## src/rtl/assert_macros.svh

```systemverilog
// assertion helpers used by the grid graph builder
`ifndef ASSERT_MACROS_SVH
`define ASSERT_MACROS_SVH

// same-cycle implication, disabled during reset
`define ASSERT_IMPLY(label, clk, rst_n, ante, cons) \
    label: assert property (@(posedge clk) disable iff (!rst_n) (ante) |-> (cons)) \
        else $error("assertion failed");

// next-cycle implication, disabled during reset
`define ASSERT_NEXT(label, clk, rst_n, ante, cons) \
    label: assert property (@(posedge clk) disable iff (!rst_n) (ante) |=> (cons)) \
        else $error("assertion failed");

`endif

```

## src/rtl/gge_pkg.sv

```systemverilog
package gge_pkg;

    localparam int NODE_W  = 16;
    localparam int COUNT_W = 9;
    localparam int POS_W   = 8;
    localparam int APB_DW  = 32;
    localparam int APB_AW  = 3;

    // reset value of both count registers
    localparam logic [COUNT_W-1:0] COUNT_RESET = 9'd256;

    // register index, taken from paddr[2]
    typedef enum logic [0:0] {
        REG_COLUMN_COUNT = 1'b0,
        REG_ROW_COUNT    = 1'b1
    } reg_index_t;

    // line buffer entry: valid bit and node number
    typedef struct packed {
        logic              valid;
        logic [NODE_W-1:0] node;
    } entry_t;

    typedef struct packed {
        logic cell_usable;
        logic frame_start;
    } cell_in_t;

    typedef struct packed {
        logic              node_valid;
        logic [NODE_W-1:0] node_number;
        logic [POS_W-1:0]  col_pos;
        logic [POS_W-1:0]  row_pos;
        logic              left_valid;
        logic [NODE_W-1:0] left_node;
        logic              up_valid;
        logic [NODE_W-1:0] up_node;
        logic              upleft_valid;
        logic [NODE_W-1:0] upleft_node;
        logic              upright_valid;
        logic [NODE_W-1:0] upright_node;
    } node_out_t;

endpackage

```

## src/rtl/gge_pos.sv

```systemverilog
module gge_pos #(
    parameter int MAX_COLS = 256,
    parameter int MAX_ROWS = 256
) (
    input  logic                            clk,
    input  logic                            rst_n,
    input  logic                            advance,
    input  logic                            cell_usable,
    input  logic                            frame_start,
    input  logic [$clog2(MAX_COLS):0]       ncols,
    input  logic [$clog2(MAX_ROWS):0]       nrows,
    output logic [$clog2(MAX_COLS)-1:0]     x,
    output logic [$clog2(MAX_ROWS)-1:0]     y,
    output logic [gge_pkg::NODE_W-1:0]      node,
    output logic                            last_col
);

    localparam int CW = $clog2(MAX_COLS);
    localparam int RW = $clog2(MAX_ROWS);

    logic [CW-1:0]              col_reg, col_next;
    logic [RW-1:0]              row_reg, row_next;
    logic [gge_pkg::NODE_W-1:0] node_reg, node_next;

    logic [CW-1:0]              c0, c1;
    logic [RW-1:0]              r0;
    logic [RW:0]                r1, rn;
    logic [CW:0]                cx;
    logic [gge_pkg::NODE_W-1:0] n0, n1;

    always_comb
    begin
        // restart on frame flag
        c0 = frame_start ? '0 : col_reg;
        r0 = frame_start ? '0 : row_reg;
        n0 = frame_start ? '0 : node_reg;

        // close row / frame if bounds shrank
        if ({1'b0, c0} >= ncols)
        begin
            c1 = '0;
            r1 = {1'b0, r0} + 1'b1;
        end
        else
        begin
            c1 = c0;
            r1 = {1'b0, r0};
        end
        if (r1 >= nrows)
        begin
            x    = '0;
            y    = '0;
            node = '0;
        end
        else
        begin
            x    = c1;
            y    = r1[RW-1:0];
            node = n0;
        end

        // step past this cell
        cx       = {1'b0, x} + 1'b1;
        last_col = (cx >= ncols);
        n1       = cell_usable ? node + 1'b1 : node;
        if (last_col)
        begin
            col_next = '0;
            rn       = {1'b0, y} + 1'b1;
        end
        else
        begin
            col_next = cx[CW-1:0];
            rn       = {1'b0, y};
        end
        if (rn >= nrows)
        begin
            col_next  = '0;
            row_next  = '0;
            node_next = '0;
        end
        else
        begin
            row_next  = rn[RW-1:0];
            node_next = n1;
        end
    end

    always_ff @(posedge clk or negedge rst_n)
    begin
        if (!rst_n)
        begin
            col_reg  <= '0;
            row_reg  <= '0;
            node_reg <= '0;
        end
        else if (advance)
        begin
            col_reg  <= col_next;
            row_reg  <= row_next;
            node_reg <= node_next;
        end
    end

endmodule
```

## config.mk

```make
export PLATFORM = sky130hd
export DESIGN_NAME = gge_pos
export DESIGN_NICKNAME = d
export VERILOG_FILES = /design/src/rtl/assert_macros.svh /design/src/rtl/gge_pkg.sv /design/src/rtl/gge_pos.sv
export SDC_FILE = /design/constraint.sdc
export NUM_CORES = 1
export LEC_CHECK = 0
export BUFFER_PORTS_ARGS = -buffer_cell sky130_fd_sc_hd__buf_2
export CAP_MARGIN = 10
export CORE_MARGIN = 1
export CORE_UTILIZATION = 57
export DETAILED_ROUTE_END_ITERATION = 12
export PLACE_DENSITY = 0.81
export RECOVER_POWER = 25
export SKIP_CTS_REPAIR_TIMING = 1
export SLEW_MARGIN = 20
export SYNTH_ARGS = -nofsm -noshare
export SYNTH_HDL_FRONTEND = slang
export SYNTH_SLANG_ARGS = --single-unit
```

## constraint.sdc

```tcl
create_clock -name clk -period 9.1 [get_ports clk]
set_clock_uncertainty 0.1 [all_clocks]
set_input_delay 1.365 -clock clk [delete_from_list [all_inputs] [get_ports clk]]
set_output_delay 1.365 -clock clk [all_outputs]
set_load 0.05 [all_outputs]
```

==> impl_results.md <==
- Status: finished, violations left
- Failing checks: capacitance limit, slew limit
- Hold Crit Class: reg -> reg
- DR pass1 iterations: 5
- Most common cell after layout, fill and taps aside: buf_2
- Sw Share: 31.3%
- WL final: 8570 um
- Metal2 WL: 4080 um
- Worst-Skew Late Latency: 0.30 ns
- Pin count of the biggest net entering global routing: 33
- R2R Setup Slk: 1.04 ns
- Switch Pwr: 105 uW
- Initial antenna violation count: 0
- Cts bufs inserted: 5
- Full die area: 5880 um2
- Internal Power: 230 uW
- TritonCTS clock tree: done
- Core box area: 5240 um2
- Setup crit end kind: flip-flop
- Final Max Tran Viols: 33
- Layout area overhead: 18.2%
- Crit-path slowest cell: or4b_4
- Ys flop type: dfrtp_1
- Clock tree buffer depth: 2
- Root Driver: clkbuf_8
- Post-Syn Nets: 446
- Yosys reg bits: 32
- Via count: 3075
- Worst-margin pin slew: 1.78 ns
- FMAX: 0.114 GHz
- Clk slew on worst S/H paths: 0.07 ns
- Number of synthesized flops with an enable pin: 0
- FF-to-FF End: col_reg[5]
- Ys Warns: 0
- Top delay family on crit path: simple AND/OR/NAND/NOR gates
- Final layout net count: 504
- DR DRC count: 0
- Hpwl dp: 6620 um
- Max rail drop VDD: 0.0742 mV
- Crit path max fanout: 9
- Clock sink total: 32
- DRT iter0 DRCs: 198
- Critical path launch point type: primary input
- Highest metal used: met4
- Routed length per instance: 16.7 um
- Via-per-instance ratio: 5.99
- Combinational power share: 20.0%
- # IOs: 56
- Vias in the first global route: 3025
- Clock share of power: 35.8%
- N_diodes: 0
- TNS Setup: 0 ns
- Worst path bufs/invs: 2
- CP most frequent cell: ha_1
- First-pass GRT wire length: 14200 um
- Setup crit start: frame_start
- Kind of critical path: in -> reg
- Gpl congestion: 0.954
- RSZ-0062 raised after global routing: true
- Initial Util: 60.7%
- Worst Reg-to-Reg Cells: 35
- Post-DRT Antenna Nets: 0
- Global-route usage over all layers: 30.6%
- Row cnt: 26
- Max_slew headroom: -18.8%
- Reg2reg start: col_reg[7]
- Die W: 76.7 um
- Final hold violation count: 0
- Sequential share of the synthesized area: 25.2%
- Worst Path Required: 9.20 ns
- Synth cell types: 61
- Hold depth: 1
- Fin crit period: 8.79 ns
- Slowest cell delay on critical path: 0.55 ns
- Max FFs per register: 16
- Asr flop ratio synth: 100%
- WP data arrival: 8.89 ns
- Total global routing overflow: 0
- Power per cell area: 89.3 nW/um2
- Pleak: 1.92 nW
- Most frequent cells in the layout: buf_2, ha_1, dfrtp_1
- Syn avg cell area: 8.27 um2
- Die height: 76.7 um
- Sequential Power Share: 44.3%
- Post-Route M1 WL: 3710 um
- Mapped Area: 3180 um2
- Worst setup path end: col_reg[5]
- Final Cycle Share: 96.6%
- H-tree Lvls: 2
- Post-Syn Instances: 384
- Layout cells sized above 1: 25.1%
- Total Power: 335 uW
- Final Setup Violations: 0
- I/O Buffers: 55
- Crit path depth: 36
- Routed wl met3: 552 um
- Max_cap viols: 1
-- how the worst min path moves through the flow --
| stage | from | to |
|---|---|---|
| 2_1_floorplan | node_reg[15] | node_reg[15] |
| 3_3_place_gp | col_reg[3] | col_reg[3] |
| 3_5_place_dp | col_reg[3] | col_reg[3] |
| 4_1_cts | col_reg[3] | col_reg[3] |
| 5_1_grt | col_reg[3] | col_reg[3] |
| 6_report | col_reg[3] | col_reg[3] |
-- synth_stat cells (3+ instances only) --
library cell,n,area (um2)
or3_1,4,25.0
o41ai_1,3,26.3
and2_1,20,125
ha_1,39,488
nor3_1,7,35.0
nor4_1,4,25.0
nand4_1,7,43.8
inv_1,29,109
o21ai_0,24,120
nor2b_1,16,100
nor2_1,34,128
nand2_1,29,109
xor2_1,6,52.6
a21oi_1,13,65.1
xnor2_1,11,96.3
a21o_1,3,22.5
a31oi_1,4,25.0
o21ai_1,3,15.0
o31ai_1,4,30.0
a22o_1,15,131
and3_1,7,43.8
clkbuf_1,10,37.5
nand3_1,11,55.1
dfrtp_1,32,801
-- metal layers --
layer | track usage, % | vias up
met5 | 0 | -
met4 | 12.9 | 0
met3 | 5.95 | 21
met2 | 51.4 | 125
met1 | 38.2 | 1433
li1 | - | 1496
-- stage by stage --
step	worst slack (ns)	utilization, %	cells	area [um2]	hold slack, ns
6_report	0.309	71.7	513	3750	0.408
5_1_grt	-0.0246	71.7	513	3750	0.434
4_1_cts	0.380	71.2	512	3730	0.405
3_5_place_dp	0.107	69.4	504	3640	0.386
3_3_place_gp	0.217	69.4	504	3640	0.383
2_1_floorplan	-0.0670	-	384	3300	0.358
-- kinds of logic (layout without fill, tap and decap cells) --
logic type,after synthesis,in the layout,synth area share [%]
AND/OR/NAND/NOR,157,157,27.1
AO/OA/AOI/OAI,89,89,19.4
buffers and inverters,43,102,5.28
adder cells (fa/ha/maj),39,39,15.4
flip-flops,32,32,25.2
XOR/XNOR,17,17,4.69
multiplexers,7,7,2.99
-- final cells by class --
cell class | instances | area, um2
fillers | 431 | 1480
clock inverters | 1 | 7.51
multi-input cells | 309 | 2310
flip-flops and latches | 32 | 801
inverters | 29 | 109
repair buffers | 65 | 349
well taps | 70 | 87.6
clock buffers | 7 | 86.3
-- power groups by stage --
stage                     sequential [mW]  combinational (mW)  clock, mW
after detailed placement            0.151              0.0663          0
after floorplan                     0.150              0.0460          0
final                               0.148              0.0670      0.120
after CTS                           0.148              0.0666      0.121
after global routing                0.149              0.0738      0.126
after global placement              0.151              0.0643          0
Power figures use the tool's default switching activity.
